## src/hw/rtl/sst_ram.sv

```systemverilog
// Generic single-port-write, single-port-read synchronous RAM with registered read.
// No dependencies.
`default_nettype none

module sst_ram #(
    parameter int WIDTH = 32,
    parameter int DEPTH = 128,
    localparam int AddrW = (DEPTH > 1) ? $clog2(DEPTH) : 1
) (
    input  wire logic             i_clk,
    input  wire logic             i_wr_en,
    input  wire logic [AddrW-1:0] i_wr_addr,
    input  wire logic [WIDTH-1:0] i_wr_data,
    input  wire logic             i_rd_en,
    input  wire logic [AddrW-1:0] i_rd_addr,
    output logic      [WIDTH-1:0] o_rd_data
);

    logic [WIDTH-1:0] r_mem [DEPTH];

    // Write port.
    always_ff @(posedge i_clk) begin
        if (i_wr_en) begin
            r_mem[i_wr_addr] <= i_wr_data;
        end
    end

    // Read port, registered.
    always_ff @(posedge i_clk) begin
        if (i_rd_en) begin
            o_rd_data <= r_mem[i_rd_addr];
        end
    end

endmodule

`default_nettype wire

```

## config.mk

```make
export PLATFORM = sky130hd
export DESIGN_NAME = sst_ram
export DESIGN_NICKNAME = d
export VERILOG_FILES = /design/src/hw/rtl/sst_ram.sv
export SDC_FILE = /design/constraint.sdc
export NUM_CORES = 2
export LEC_CHECK = 0
export BUFFER_PORTS_ARGS = -buffer_cell sky130_fd_sc_hd__buf_2
export CAP_MARGIN = 20
export CORE_UTILIZATION = 25
export DETAILED_ROUTE_END_ITERATION = 12
export SYNTH_ARGS = -nofsm -noshare
export SYNTH_HDL_FRONTEND = slang
export SYNTH_SLANG_ARGS = --single-unit
```

## constraint.sdc

```tcl
create_clock -name i_clk -period 3.1 [get_ports i_clk]
set_clock_uncertainty 0.2 [all_clocks]
set_input_delay 0 -clock i_clk [delete_from_list [all_inputs] [get_ports i_clk]]
set_output_delay 0 -clock i_clk [all_outputs]
set_load 0.05 [all_outputs]
```

=== After elaboration in Yosys (flattened, before gate mapping) ===
Memory sizes are Yosys's and may differ from the RTL's. A register that Yosys moved wholly into a read port is not among the register bits.
Index checks and enable logic that the tools add are counted.

* Memories kept: 1
* Bits in read-only memories: 0
* Flip-flop bits (word level): 0
* Bits in latches: 0
* Input bits: 49
* Bits in writable memories: 4,096
* Output and inout bits: 32
* Word-level logic and storage cells: 3

{| class="wikitable"
|+ Memories
! memory !! words !! width !! rd ports !! clocked after Yosys merged registers in !! write ports !! RTL line !! source
|-
| r_mem || 128 || 32 || 1 || 1 || 1 || 19 || <nowiki>logic [WIDTH-1:0] r_mem [DEPTH];</nowiki>
|}

* Eq/ne operators: 0
* $add $sub $neg: 0
* Divide/modulo/power cells: 0
* Shift-type cells: 0
* Reductions and logical operators: 0
* Order comparisons: 0
* Bitwise gates (word level): 0
* Multiplexer cells: 2
* Multiply operators: 0

{| class="wikitable"
|+ Operator list
! cell !! number
|-
| two-way mux 1 bit || 2
|}

=== Longest topological paths before layout ===
* Word-level depth: 2
* Mapped depth: 8
* Gate-level depth less buffers: 4

=== Worst setup path after synthesis ===
No wires, ideal clock.

* Path kind: input to register
* Start point: in i_wr_en
* End point: mem r_mem[98][0] (enable)
* Path slack: -0.339 ns
* Buffers on the path: 1
* Stages: 3
* Data required time: 2.439 ns
* Setup time: 0.461 ns
* Data arrival time: 2.778 ns
* Cell sequence: clkbuf_1 -> nand4_1 -> nor3_1

* Longest elaborated chain between the ends: 2

{| class="wikitable"
|+ Ends and longest elaborated chain
! element !! RTL line !! source
|-
| start, declared || 11 || <nowiki>input wire logic i_wr_en,</nowiki>
|-
| two-way mux 1 bit || 23 || <nowiki>if (i_wr_en) begin</nowiki>
|-
| two-way mux 1 bit (not written as such) || 24 || <nowiki>r_mem[i_wr_addr] <= i_wr_data;</nowiki>
|-
| end, declared || 19 ||
|}

No other way between the ends.

==> run_results.csv <==
group,metric,value,unit
logic_synthesis,async_flop_share,0,%
logic_synthesis,synth_edf_count,4128,
global_route,grt_pass1_vias,73560,
timing,setup_viol,0,
timing,hold_ws,-0.002792,ns
placed_design,dp_slack,-0.6094,ns
logic_synthesis,synth_warnings,0,
logic_synthesis,synth_commonest_cells,"edfxtp_1, mux4_2, clkbuf_1",
drt,viasPerCell,4.780,
timing,period_share,96.50,%
global_route,grt_usage,13.81,%
drt,dr.pass1.iters,8,
layout,fin_util,30.11,%
logic_synthesis,synth_area_leader_cell,"edfxtp_1",
clock_network,root_buffer,"clkbuf_16",
global_route,antenna_found_initial,91,
power,p_int,91580,uW
clock_network,cts_num_sinks,4128,
logic_synthesis,yosysMostFrequentCell,"edfxtp_1",
timing,layout_setup_ws,0.1085,ns
global_route,grt_overflow_total,0,
worst_setup_path,max_stage_delay,0.70,ns
worst_setup_path,path_common_cell,"mux4_2",
clock_network,cts_hold_buffers,53,
power,combPwrFrac,5.8,%
placed_design,placed_area,174400,sq um
drt,antenna_left,0,
floorplanning,core_area,623700,sq um
clock_network,cts_tree,"done",
layout,fin_nets,6770,
worst_setup_path,criticalPathCategory,"reg -> reg",
job,maxCapViolations,0,
layout,drive_above_1_share,38.03,%
floorplanning,rows,290,
logic_synthesis,yosysSeqAreaShare,79.16,%
power,ir_drop,0.5020,mV
placed_design,hpwlAfterDp,265700,microns
global_route,use_met1,19.03,%
layout,syn2layout_area_growth,19.92,%
logic_synthesis,avgSynthCellArea,26.14,sq um
clock_network,cts.htree.levels,5,
floorplanning,die_w,793.4,microns
clock_network,cts_setup_buffers,0,
worst_setup_path,cp_cell_sequence,"mux4_2, mux4_2, mux4_2, mux2_2",
timing,relSlewSlack,22.64,%
logic_synthesis,netlist-cell-type-count,16,
timing,layout_min_cycle_time,2.992,ns
min_path,hp-class,"in -> reg",
placed_design,globalplace.congestion,0.8055,
clock_network,cts_buffers,397,
worst_setup_path,required,3.63,ns
layout,nFillCells,58830,
power,power_density,621.2,nW/um^2
clock_network,cts_resized,0,
layout,stdcell_area,187800,sq um
worst_setup_path,critPathArrivalTime,3.52,ns
drt,avgRoutedWirePerCell,29.15,microns
global_route,grt.met2_usage,22.43,%
logic_synthesis,syn-cell-area,156600,sq um
power,p_sw_share,21.49,%
logic_synthesis,ys.flop_type,"edfxtp_1",
floorplanning,ios,81,
drt,drc_errors,0,
timing,rsz0062_at_grt,"no",
status,outcome,"finished, violations left",
floorplanning,die_h,793.4,microns
power,power_leakage,0.05636,uW
placed_design,port_buffers,80,
timing,fmax,334.3,MHz
global_route,grt_pass1_wl,611000,microns
clock_network,clk_latency,0.99,ns
global_route,grt_max_degree,129,
power,p_total,116600,uW
global_route,gr-usage-met3,2.387,%
worst_setup_path,crit_buf_inv,0,
clock_network,clk_path_buf_depth,4,
drt,drt_iter0_drc,10650,
timing,worstMarginPinSlew,1.160,ns
power,clockPowerShare,41.1,%
power,p_sw,25060,uW
drt,dr_total_vias,73530,
clock_network,clk_pin_slew,0.07,ns
logic_synthesis,synthCells,5990,
logic_synthesis,syn_nets,6039,
timing,slew_viol_final,0,
worst_setup_path,path_delay_family,"multiplexers",
floorplanning,die_area,629600,sq um
global_route,busiest_layer,"met2",
worst_setup_path,crit_path_end_kind,"register",
worst_setup_path,worst_setup_path_start_kind,"register",
logic_synthesis,synth_area_leaders,"edfxtp_1, mux4_2, clkbuf_1",
power,seqPwrFrac,53.1,%
worst_setup_path,path_max_fanout,1,
timing,setup_tns,0,ns
floorplanning,start_util,25.11,%
worst_setup_path,crit_slowest_cell,"mux4_2",
logic_synthesis,ys_seq_elements,4128,
logic_synthesis,yosysTopAreaCellShare,79.16,%
timing,hold_viol,4,
status,failed_checks,"negative hold slack",
drt,routed_wirelength,448400,microns
==> logic make-up (layout without fill, tap and decap cells) <==
logic type | after synthesis | count (layout) | share of synthesized area (%)
AND/OR/NAND/NOR | 170 | 170 | 0.4450
multiplexers | 1376 | 1376 | 19.56
other | 0 | 24 | 0
buffers and inverters | 316 | 1363 | 0.8373
flip-flops | 4128 | 4128 | 79.16
==> final timing paths <==
kind,start,to,slack (ns),depth (start not counted)
worst max-delay path,r_mem[31][18],o_rd_data[18],0.11,4
worst min-delay path,i_wr_data[22],r_mem[33][22],-0.003,2
worst max register to register,r_mem[31][18],o_rd_data[18],0.11,4
worst min register to register,r_mem[84][22],o_rd_data[22],1.00,4
==> sequential cells by signal (all words and copies together), names as in the netlist <==
register	flops
r_mem	4096
o_rd_data	32
==> routing by layer <==
layer / vias to the layer above / routed length, microns
met5: - / 157
met2: 4205 / 214300
met3: 670 / 44100
li1: 27960 / -
met1: 40680 / 176500
met4: 24 / 13370
==> area by class of cell <==
type	count	area, sq um	share of cell area, %
tap	8322	10410	5.545
timing repair buffer	648	8282	4.410
antenna	24	60.06	0.03198
clock buffer	472	10360	5.520
clock inverter	243	2379	1.267
multi-input combinational	1546	32330	17.22
sequential	4128	124000	66.01
==> per-stage QoR <==
step,instances,hold slack (ns)
6_report,15380,-0.002792
5_1_grt,15370,0.006843
3_3_place_gp,14590,0.2992
2_1_floorplan,5990,-0.1011
3_5_place_dp,14590,0.3012
4_1_cts,15360,0.01101
==> worst reg2reg max path: stages, from the launching register on <==
cell	delay [ns]
edfxtp_1	0.38
mux4_2	0.50
mux4_2	0.70
mux4_2	0.67
mux2_2	0.31
==> power by group through the flow <==
stage	clock network [uW]	registers (uW)	logic [uW]
floorplan	0	63100	2980
global placement	0	63100	6640
detailed placement	0	63100	6770
CTS	48600	61900	6870
global route	50600	61900	7040
finish	47900	61900	6810
==> placed cells by master, fill, tap and decap left out, types with 8 or more instances in the layout <==
| cell | n |
|---|---|
| buf_12 | 269 |
| buf_2 | 42 |
| buf_4 | 281 |
| bufinv_16 | 40 |
| clkbuf_1 | 68 |
| clkbuf_16 | 404 |
| clkinv_1 | 78 |
| clkinv_2 | 84 |
| clkinvlp_4 | 18 |
| diode_2 | 24 |
| dlygate4sd3_1 | 52 |
| edfxtp_1 | 4128 |
| inv_6 | 10 |
| mux2_2 | 32 |
| mux4_2 | 1344 |
| nand2_1 | 11 |
| nand3_1 | 8 |
| nor2_4 | 119 |
(Power assumes the default switching activity.)
