`config.mk`:
```
export PLATFORM = sky130hd
export DESIGN_NAME = sst_ctrl
export DESIGN_NICKNAME = d
export VERILOG_FILES = /design/src/hw/rtl/sst_pkg.sv /design/src/hw/rtl/sst_ctrl.sv
export SDC_FILE = /design/constraint.sdc
export NUM_CORES = 1
export LEC_CHECK = 0
export BUFFER_PORTS_ARGS = -buffer_cell sky130_fd_sc_hd__clkbuf_2
export CORE_MARGIN = 2
export CORE_UTILIZATION = 47
export DETAILED_ROUTE_END_ITERATION = 10
export PLACE_DENSITY = 0.77
export SLEW_MARGIN = 30
export SYNTH_ARGS = -nofsm -noshare
export SYNTH_HDL_FRONTEND = slang
export SYNTH_SLANG_ARGS = --single-unit
```
`constraint.sdc`:
```
create_clock -name i_clk -period 2.61 [get_ports i_clk]
set_input_delay 0.6525 -clock i_clk [delete_from_list [all_inputs] [get_ports i_clk]]
set_output_delay 0.6525 -clock i_clk [all_outputs]
set_load 0.005 [all_outputs]
```
`src/hw/rtl/sst_pkg.sv`:
```
// Shared types and constants for the small set table.
// Used by sst_ctrl, small_set_table_core and sst_checker. No dependencies.
`default_nettype none

package sst_pkg;

    // Default number of slots in the element store.
    localparam int DEFAULT_CAPACITY = 128;

    // Element width and packed stream widths.
    localparam int VALUE_W   = 32;
    localparam int S_TDATA_W = 40;
    localparam int M_TDATA_W = 24;

    // Request kinds. The unused code is served as a lookup.
    typedef enum logic [1:0] {
        KIND_LOOKUP = 2'd0,
        KIND_INSERT = 2'd1,
        KIND_REMOVE = 2'd2
    } t_kind;

    // Result status codes.
    typedef enum logic [1:0] {
        STATUS_DONE  = 2'd0,
        STATUS_NOCHG = 2'd1,
        STATUS_FULL  = 2'd2
    } t_status;

    // Sequencer states.
    typedef enum logic [2:0] {
        S_IDLE,
        S_RD,
        S_CMP,
        S_DECIDE,
        S_SH_RD,
        S_SH_WR,
        S_DONE
    } t_state;

    // One result item as handed from the sequencer to the output register.
    typedef struct packed {
        t_status     status;
        logic [7:0]  entry_count;
        logic [6:0]  position;
        logic        found;
    } t_result;

endpackage

`default_nettype wire

```
`src/hw/rtl/sst_ctrl.sv`:
```
// Sequencer of the small set table: linear search, append and compaction shift
// over the element RAM. Depends on sst_pkg.
`default_nettype none

module sst_ctrl #(
    parameter int CAPACITY = sst_pkg::DEFAULT_CAPACITY,
    localparam int AddrW = (CAPACITY > 1) ? $clog2(CAPACITY) : 1,
    localparam int CntW  = $clog2(CAPACITY + 1)
) (
    input  wire logic                       i_clk,
    input  wire logic                       i_rst_n,
    // Request side
    input  wire logic                       i_in_valid,
    output logic                            o_in_ready,
    input  wire logic [1:0]                 i_kind,
    input  wire logic [sst_pkg::VALUE_W-1:0] i_value,
    // Result side
    output logic                            o_res_valid,
    input  wire logic                       i_res_ready,
    output sst_pkg::t_result                o_res,
    // Element RAM
    output logic                            o_rd_en,
    output logic [AddrW-1:0]                o_rd_addr,
    input  wire logic [sst_pkg::VALUE_W-1:0] i_rd_data,
    output logic                            o_wr_en,
    output logic [AddrW-1:0]                o_wr_addr,
    output logic [sst_pkg::VALUE_W-1:0]     o_wr_data
);
    import sst_pkg::*;

    t_state               r_state, n_state;
    t_kind                r_kind, n_kind;
    logic [VALUE_W-1:0]   r_value, n_value;
    logic [CntW-1:0]      r_count, n_count;
    logic [CntW-1:0]      r_idx, n_idx;
    logic [CntW-1:0]      r_slot, n_slot;
    logic                 r_hit, n_hit;
    t_status              r_status, n_status;

    logic [CntW:0]        w_idx_inc;
    logic [CntW:0]        w_idx_inc2;
    logic [CntW:0]        w_slot_inc;
    logic                 w_match;
    logic                 w_full;
    logic                 w_shift;
    logic                 w_append;

    // Index arithmetic, one bit wider so that the end compare cannot wrap.
    assign w_idx_inc  = {1'b0, r_idx} + 1'b1;
    assign w_idx_inc2 = {1'b0, r_idx} + 2'd2;
    assign w_slot_inc = {1'b0, r_slot} + 1'b1;
    assign w_match    = (i_rd_data == r_value);
    assign w_full     = (r_count >= CntW'(CAPACITY));
    assign w_shift    = (r_kind == KIND_REMOVE) && r_hit && (w_slot_inc < {1'b0, r_count});
    assign w_append   = (r_kind == KIND_INSERT) && !r_hit && !w_full;

    // Next state.
    always_comb begin
        n_state = r_state;
        case (r_state)
            S_IDLE: begin
                if (i_in_valid) begin
                    n_state = (r_count == '0) ? S_DECIDE : S_RD;
                end
            end
            S_RD: begin
                n_state = S_CMP;
            end
            S_CMP: begin
                if (w_match || (w_idx_inc >= {1'b0, r_count})) begin
                    n_state = S_DECIDE;
                end else begin
                    n_state = S_RD;
                end
            end
            S_DECIDE: begin
                n_state = w_shift ? S_SH_RD : S_DONE;
            end
            S_SH_RD: begin
                n_state = S_SH_WR;
            end
            S_SH_WR: begin
                n_state = (w_idx_inc2 < {1'b0, r_count}) ? S_SH_RD : S_DONE;
            end
            S_DONE: begin
                if (i_res_ready) begin
                    n_state = S_IDLE;
                end
            end
            default: begin
                n_state = S_IDLE;
            end
        endcase
    end

    // Datapath registers: request, search position, count and status.
    always_comb begin
        n_kind   = r_kind;
        n_value  = r_value;
        n_count  = r_count;
        n_idx    = r_idx;
        n_slot   = r_slot;
        n_hit    = r_hit;
        n_status = r_status;
        case (r_state)
            S_IDLE: begin
                if (i_in_valid) begin
                    n_kind  = t_kind'(i_kind);
                    n_value = i_value;
                    n_idx   = '0;
                    n_slot  = '0;
                    n_hit   = 1'b0;
                end
            end
            S_CMP: begin
                if (w_match) begin
                    n_hit  = 1'b1;
                    n_slot = r_idx;
                end else begin
                    n_idx = w_idx_inc[CntW-1:0];
                end
            end
            S_DECIDE: begin
                case (r_kind)
                    KIND_INSERT: begin
                        if (r_hit) begin
                            n_status = STATUS_NOCHG;
                        end else if (w_full) begin
                            n_status = STATUS_FULL;
                        end else begin
                            n_status = STATUS_DONE;
                            n_count  = r_count + 1'b1;
                        end
                    end
                    KIND_REMOVE: begin
                        if (r_hit) begin
                            n_status = STATUS_DONE;
                            n_idx    = r_slot;
                            if (!w_shift) begin
                                n_count = r_count - 1'b1;
                            end
                        end else begin
                            n_status = STATUS_NOCHG;
                        end
                    end
                    default: begin
                        n_status = r_hit ? STATUS_DONE : STATUS_NOCHG;
                    end
                endcase
            end
            S_SH_WR: begin
                n_idx = w_idx_inc[CntW-1:0];
                if (w_idx_inc2 >= {1'b0, r_count}) begin
                    n_count = r_count - 1'b1;
                end
            end
            default: begin
            end
        endcase
    end

    // Outputs: handshakes and RAM accesses.
    always_comb begin
        o_in_ready  = (r_state == S_IDLE);
        o_res_valid = (r_state == S_DONE);
        o_rd_en     = (r_state == S_RD) || (r_state == S_SH_RD);
        o_rd_addr   = (r_state == S_SH_RD) ? w_idx_inc[AddrW-1:0] : r_idx[AddrW-1:0];
        o_wr_en     = ((r_state == S_DECIDE) && w_append) || (r_state == S_SH_WR);
        o_wr_addr   = (r_state == S_SH_WR) ? r_idx[AddrW-1:0] : r_count[AddrW-1:0];
        o_wr_data   = (r_state == S_SH_WR) ? i_rd_data : r_value;
        o_res.found       = r_hit;
        o_res.position    = 7'(r_slot);
        o_res.entry_count = 8'(r_count);
        o_res.status      = r_status;
    end

    // Control state is reset; payload registers are not.
    always_ff @(posedge i_clk) begin
        if (!i_rst_n) begin
            r_state <= S_IDLE;
            r_count <= '0;
        end else begin
            r_state <= n_state;
            r_count <= n_count;
        end
    end

    always_ff @(posedge i_clk) begin
        r_kind   <= n_kind;
        r_value  <= n_value;
        r_idx    <= n_idx;
        r_slot   <= n_slot;
        r_hit    <= n_hit;
        r_status <= n_status;
    end

endmodule

`default_nettype wire

```
---- After elaboration in Yosys (flattened, before gate mapping) ----
Index checks and enable logic that the tools add are counted.
word-level totals
  register bits ........................... 64
  bits of input ports ..................... 70
  output and inout bits ................... 68
  word-level logic and storage cells ...... 90
operators by class
  add/subtract/negate cells ............... 5
  $lt $le $gt $ge ......................... 5
  equality and inequality tests ........... 21
  multiplexer cells ....................... 31
  reduce and logical (&&, ||, !) cells .... 20
operator list
  operator               number
  $mux W8                10
  $pmux W8 S2            3
  $eq A32 B32 Y1         1
  $mux W32               1
  $pmux W8 S4            1
  $pmux W3 S7            1
  $add A8 B1 Y9 const B  2
  $ge A9 B8 Y1           2
  $lt A9 B8 Y1           2
  $ne A3 B3 Y1 const B   5
  $mux W2                7
  $mux W7                2
  $ne A2 B2 Y1 const B   6
  $add A8 B2 Y9 const B  1
  $eq A3 B3 Y1 const B   3
  $add A8 B1 Y8 const B  1
  $ge A8 B8 Y1 const B   1
  $logic_not A8 Y1       1
  $sub A8 B1 Y8 const B  1
  $reduce_and A7 Y1      1
  $eq A3 B2 Y1 const B   2
  $mux W3                2
  $logic_and A1 B1 Y1    5
  $reduce_and A5 Y1      1
  other kinds (13)       20

---- Depth between registers and ports, before layout ----
  depth after elaboration ................. 7
  mapped depth ............................ 13
  mapped depth without buffers ............ 12

---- Worst setup path after synthesis ----
OpenSTA, ideal clock, no wires.
  kind .................................... reg-to-reg
  start ................................... register r_state[2]
  end ..................................... register r_hit, enable pin
  library setup time ...................... 0.341 ns
  arrival time ............................ 2.148 ns
  data required time ...................... 2.269 ns
  slack ................................... 0.121 ns
  stages on the path, launching flop included .. 5
  path buffers ............................ 1
  clock period less this slack ............ 2.489 ns
  path through ............................ dfxtp_1 > buf_1 > nor3_1 > and2_1 > nand2b_1
between the ends
  cells in the longest elaborated chain, start to end .. 3
  elaborated cells between the ends (all ways) .. 6
  those cells by class .................... 3 x eq/ne; 3 x reduce/logical
ends and longest elaborated chain
  element                                                                     RTL line         RTL
  from (decl)                                                                 sst_ctrl.sv:31   t_state r_state, n_state;
  from (signal assigned)                                                      sst_ctrl.sv:183  r_state <= n_state;
  $logic_not A3 Y1 (*)                                                        --
  net o_in_ready                                                              sst_ctrl.sv:14   output logic o_in_ready,
  $ne A2 B2 Y1 (no source line) / $reduce_bool A2 Y1 (equally long branches)  --
  $reduce_and A3 Y1 (no source line) (*)                                      --
  to (signal assigned)                                                        sst_ctrl.sv:193  r_hit <= n_hit;
  to (decl)                                                                   sst_ctrl.sv:37   logic r_hit, n_hit;
Mark *: on every way through the listed nets, which the timed path passes. The rest lies on a longest branch.
A chain may end at the register's enable or synchronous reset.

---- Worst setup path in the final report ----
  start ................................... register r_idx[1]
  end ..................................... register r_state[1]
between the ends
  cells in the longest elaborated chain, start to end .. 5
  elaborated cells between the ends (all ways) .. 8
  those cells by class .................... 2 x add/sub; 2 x order compare; 3 x mux; 1 x reduce/logical
ends and longest elaborated chain
  element                 RTL line         RTL
  from (decl)             sst_ctrl.sv:35   logic [CntW-1:0] r_idx, n_idx;
  from (signal assigned)  sst_ctrl.sv:191  r_idx <= n_idx;
  $add A8 B1 Y9           sst_ctrl.sv:49   assign w_idx_inc = {1'b0, r_idx} + 1'b1;
  $ge A9 B8 Y1            sst_ctrl.sv:70   if (w_match || (w_idx_inc >= {1'b0, r_count})) begin
  $logic_or A1 B1 Y1      sst_ctrl.sv:70
  $mux W2                 sst_ctrl.sv:70
  $pmux W3 S7 (*)         sst_ctrl.sv:60   case (r_state)
Every way passes the cells marked *; elsewhere a longest branch is shown, timed or not.

==> impl_summary.txt <==
----------------------------------------------------
[Timing]
  Maximum clock frequency ... 0.384 GHz
  Worst Setup Slack, final ... 7.00 ps
  Clock Skews ... 10.4 ps
  Final count of negative-setup-slack endpoints ... 0
  Setup repair after global routing missed its margin ... true
  Slew HR ... 71.4%
  Worst-case hold slack ... 471 ps
  Max-slew violations ... 0
  Hold Vio Cnt, Final ... 0
  Slew at the pin closest to its max-slew limit ... 423 ps
  Tcrit/Tclk final ... 99.7%
  Period minus WS final ... 2600 ps

[Route]
  Remaining antenna violation count ... 0
  Iteration-0 DRC count of the detailed router ... 293
  Count of unresolved DRC violations after routing ... 0
  Via density per instance ... 5.38
  Routed wire length ... 12900 um
  Post-DR wirelength/cell ... 16.1 um
  Drt first pass iters ... 6
  Vias ... 4334

[Global route]
  Overflow after GRT ... 0
  Global-route wire length before repair ... 20200 um
  Via count of the first global-routing pass ... 4251
  Largest net degree at the start of global routing ... 35
  Initial antenna violation count ... 0
  Total Routing Usage GR ... 24.9%

[Pwr]
  Tot Pwr ... 4.76 mW
  Cell area power density ... 798 nW/um^2
  VDD IR max ... 0.441 mV
  Leak Pwr ... 2.67 nW

[Clock tree]
  Sink count of the clock tree ... 64
  Maximum level of the CTS H-tree ... 3
  Clock transition at the registers of the reported paths ... 80 ps
  Later-pin clock latency in the skew report ... 350 ps
  CTS root buf ... clkbuf_8
  Clock tree from TritonCTS ... done
  Quantity of hold-fixing buffers added after cts ... 0
  Max Buffers Root-to-Sink ... 2
  Total clock buffers created by CTS ... 9

[Floorplan]
  Core footprint ... 9330 sq um
  Number of rows in the core area ... 35
  Chip Height ... 102 um
  Die area ... 10500 sq um
  Die width ... 102 um
  Total I/O pin count ... 138
  Starting utilization of the core area ... 48.8%

[Synth]
  Area share of the largest cell type after synthesis ... 34.9%
  Async S/R FF share, synth ... 0%
  Library cell occupying the most area in the post-synthesis netlist ... edfxtp_1
  Flip-flop and latch count after synthesis ... 64
  Main area contributors after synthesis ... edfxtp_1 (35%), nand2_1 (11%), ha_1 (8.8%), xor2_1 (7.9%), dfxtp_1 (4.8%)
  Mapped Cells ... 513
  Cell area after technology mapping ... 4550 sq um
  Top-count cell post-synth ... nand2_1
  Part of the Yosys area used for sequential elements ... 39.8%
  Most used flip-flop cell after synthesis ... edfxtp_1
  Number of synthesized flops with an enable pin ... 53
  Yosys warning total ... 0
  Top cell types by occurrence after synthesis ... nand2_1 (138), edfxtp_1 (53), xor2_1 (41)
  Syn nets ... 615
  Cell variety after synth ... 52
  Average footprint of a synthesized cell ... 8.88 sq um

[Critical path]
  Required time of the critical path ... 2830 ps
  Reg2reg start ... r_idx[1]$_DFFE_PP_
  Cell family with most CP delay ... compound AO/OA/AOI/OAI gates
  Worst path cell trace ... ha_2, buf_6, nand2_1, xor2_1, inv_1, ha_1, a21o_1, a211oi_2, o21ai_1, o2111ai_1, o311ai_1, a221oi_1, a21oi_1
  Max FO, Critical Path ... 6
  Worst Path Class, Setup ... flop to flop
  Arrival time at the worst endpoint ... 2820 ps
  Critical path launch point type ... flop
  CP Buf/Inv Count ... 2
  Worst path max stage delay ... 500 ps
  Timing startpoint of the critical path ... r_idx[1]$_DFFE_PP_
  Library cell contributing the largest single delay on the critical path ... edfxtp_1
  CP endpoint kind ... flop

[Finish]
  Layout Area Growth over Synthesis ... 31.0%
  Net count reported at finish ... 774
  Layout cells sized above 1 ... 34.4%
  Total of fill cells in the finished design ... 784
  Area taken by flip-flops and latches ... 1810 sq um
  Number of antenna diodes ... 0
  Number of cells in the finished layout apart from fillers ... 806
  Combined area of the multi-input logic cells ... 2630 sq um

[Run status]
  Result of the run ... finished clean

[Place]
  Number of buffers inserted by port buffering ... 137
  Routability congestion estimate ... 0.888
  Cell count after placement ... 781
  Setup WS pre-CTS ... 22.5 ps
  DPL Wire Length ... 9780 um

[Worst hold path]
  Hold path start ... i_value[8]
  Classification of the worst-slack hold path ... primary input to flop

[Flow run]
  Number of max-cap violations ... 0

----------------------------------------------------
==> stage by stage <==
step	util [%]	setup TNS, ps	cell area (sq um)
finish	64.0	0	5970
global route	64.0	-335	5970
CTS	61.7	0	5750
detailed placement	59.1	0	5510
global placement	59.1	0	5510
floorplan	-	0	4550
==> flip-flops by register name, indices dropped and copies added, names as in the netlist <==
name,flops
r_status,2
r_state,3
r_hit,1
r_value,32
r_slot,8
r_kind,2
r_count,8
r_idx,8
==> final timing paths <==
check,end,slack [ps],cells after the start
hold reg to reg,r_count[4]$_SDFFE_PN0P_,500,2
setup / recovery,r_state[1]$_SDFFE_PN0P_,7,13
setup reg to reg,r_state[1]$_SDFFE_PN0P_,7,13
hold / removal,r_value[8]$_DFFE_PP_,470,1
==> power breakdown <==
part	internal, mW	leakage [nW]	switching, mW
sequential	1.37	0.596	0.175
combinational	0.972	1.95	1.17
clock	0.636	0.117	0.433
total	2.98	2.67	1.78
==> layer usage <==
layer / track usage, % / up-vias / wire length [um]
met5: 0 / - / 0
met1: 29.8 / 1994 / 5070
met4: 8.21 / 0 / 346
met3: 4.99 / 36 / 968
li1: - / 2094 / -
met2: 44.6 / 210 / 6560
==> cell families (layout without fill, tap and decap cells) <==
| group | after synthesis | count (layout) | share of synthesized area [%] |
|---|---|---|---|
| XOR/XNOR | 57 | 57 | 11.0 |
| buffers and inverters | 54 | 218 | 5.63 |
| AND/OR/NAND/NOR | 225 | 225 | 22.1 |
| multiplexers | 7 | 7 | 1.54 |
| adder cells (fa/ha/maj) | 32 | 32 | 8.79 |
| AO/OA/AOI/OAI | 74 | 74 | 11.2 |
| flip-flops | 64 | 64 | 39.8 |
==> cell usage in the layout (no fill, tap or decap), types with 4 or more instances in the layout <==
cell and instances:
o22ai_1 6, xor2_1 41, o21ai_0 15, o21ai_1 4
nand2b_1 6, xnor2_1 15, nand3_1 15, nand2_1 137
nand3_2 5, a21o_1 5, buf_4 40, dfxtp_1 11
nor2_1 11, and2_1 8, nor3_1 10, o211ai_1 7
clkbuf_8 9, mux2i_1 7, ha_1 27, nand4_1 6
nor2_2 6, clkbuf_2 137, nor4_1 9, a21oi_1 12
edfxtp_1 53, inv_1 21
==> layout make-up <==
type	instances	share of cell area (%)
Multi-Input combinational cell	395	44.1
Sequential cell	64	30.4
Inverter	22	1.38
Clock buffer	9	2.08
Timing Repair Buffer	180	17.4
Tap cell	129	2.71
Clock inverter	7	1.99
==> repair_timing <==
action                     4_1_cts  5_1_grt
setup buffers                    0        9
setup endpoints to repair        0       10
gates resized for setup          0       33
Power figures use the tool's default switching activity.
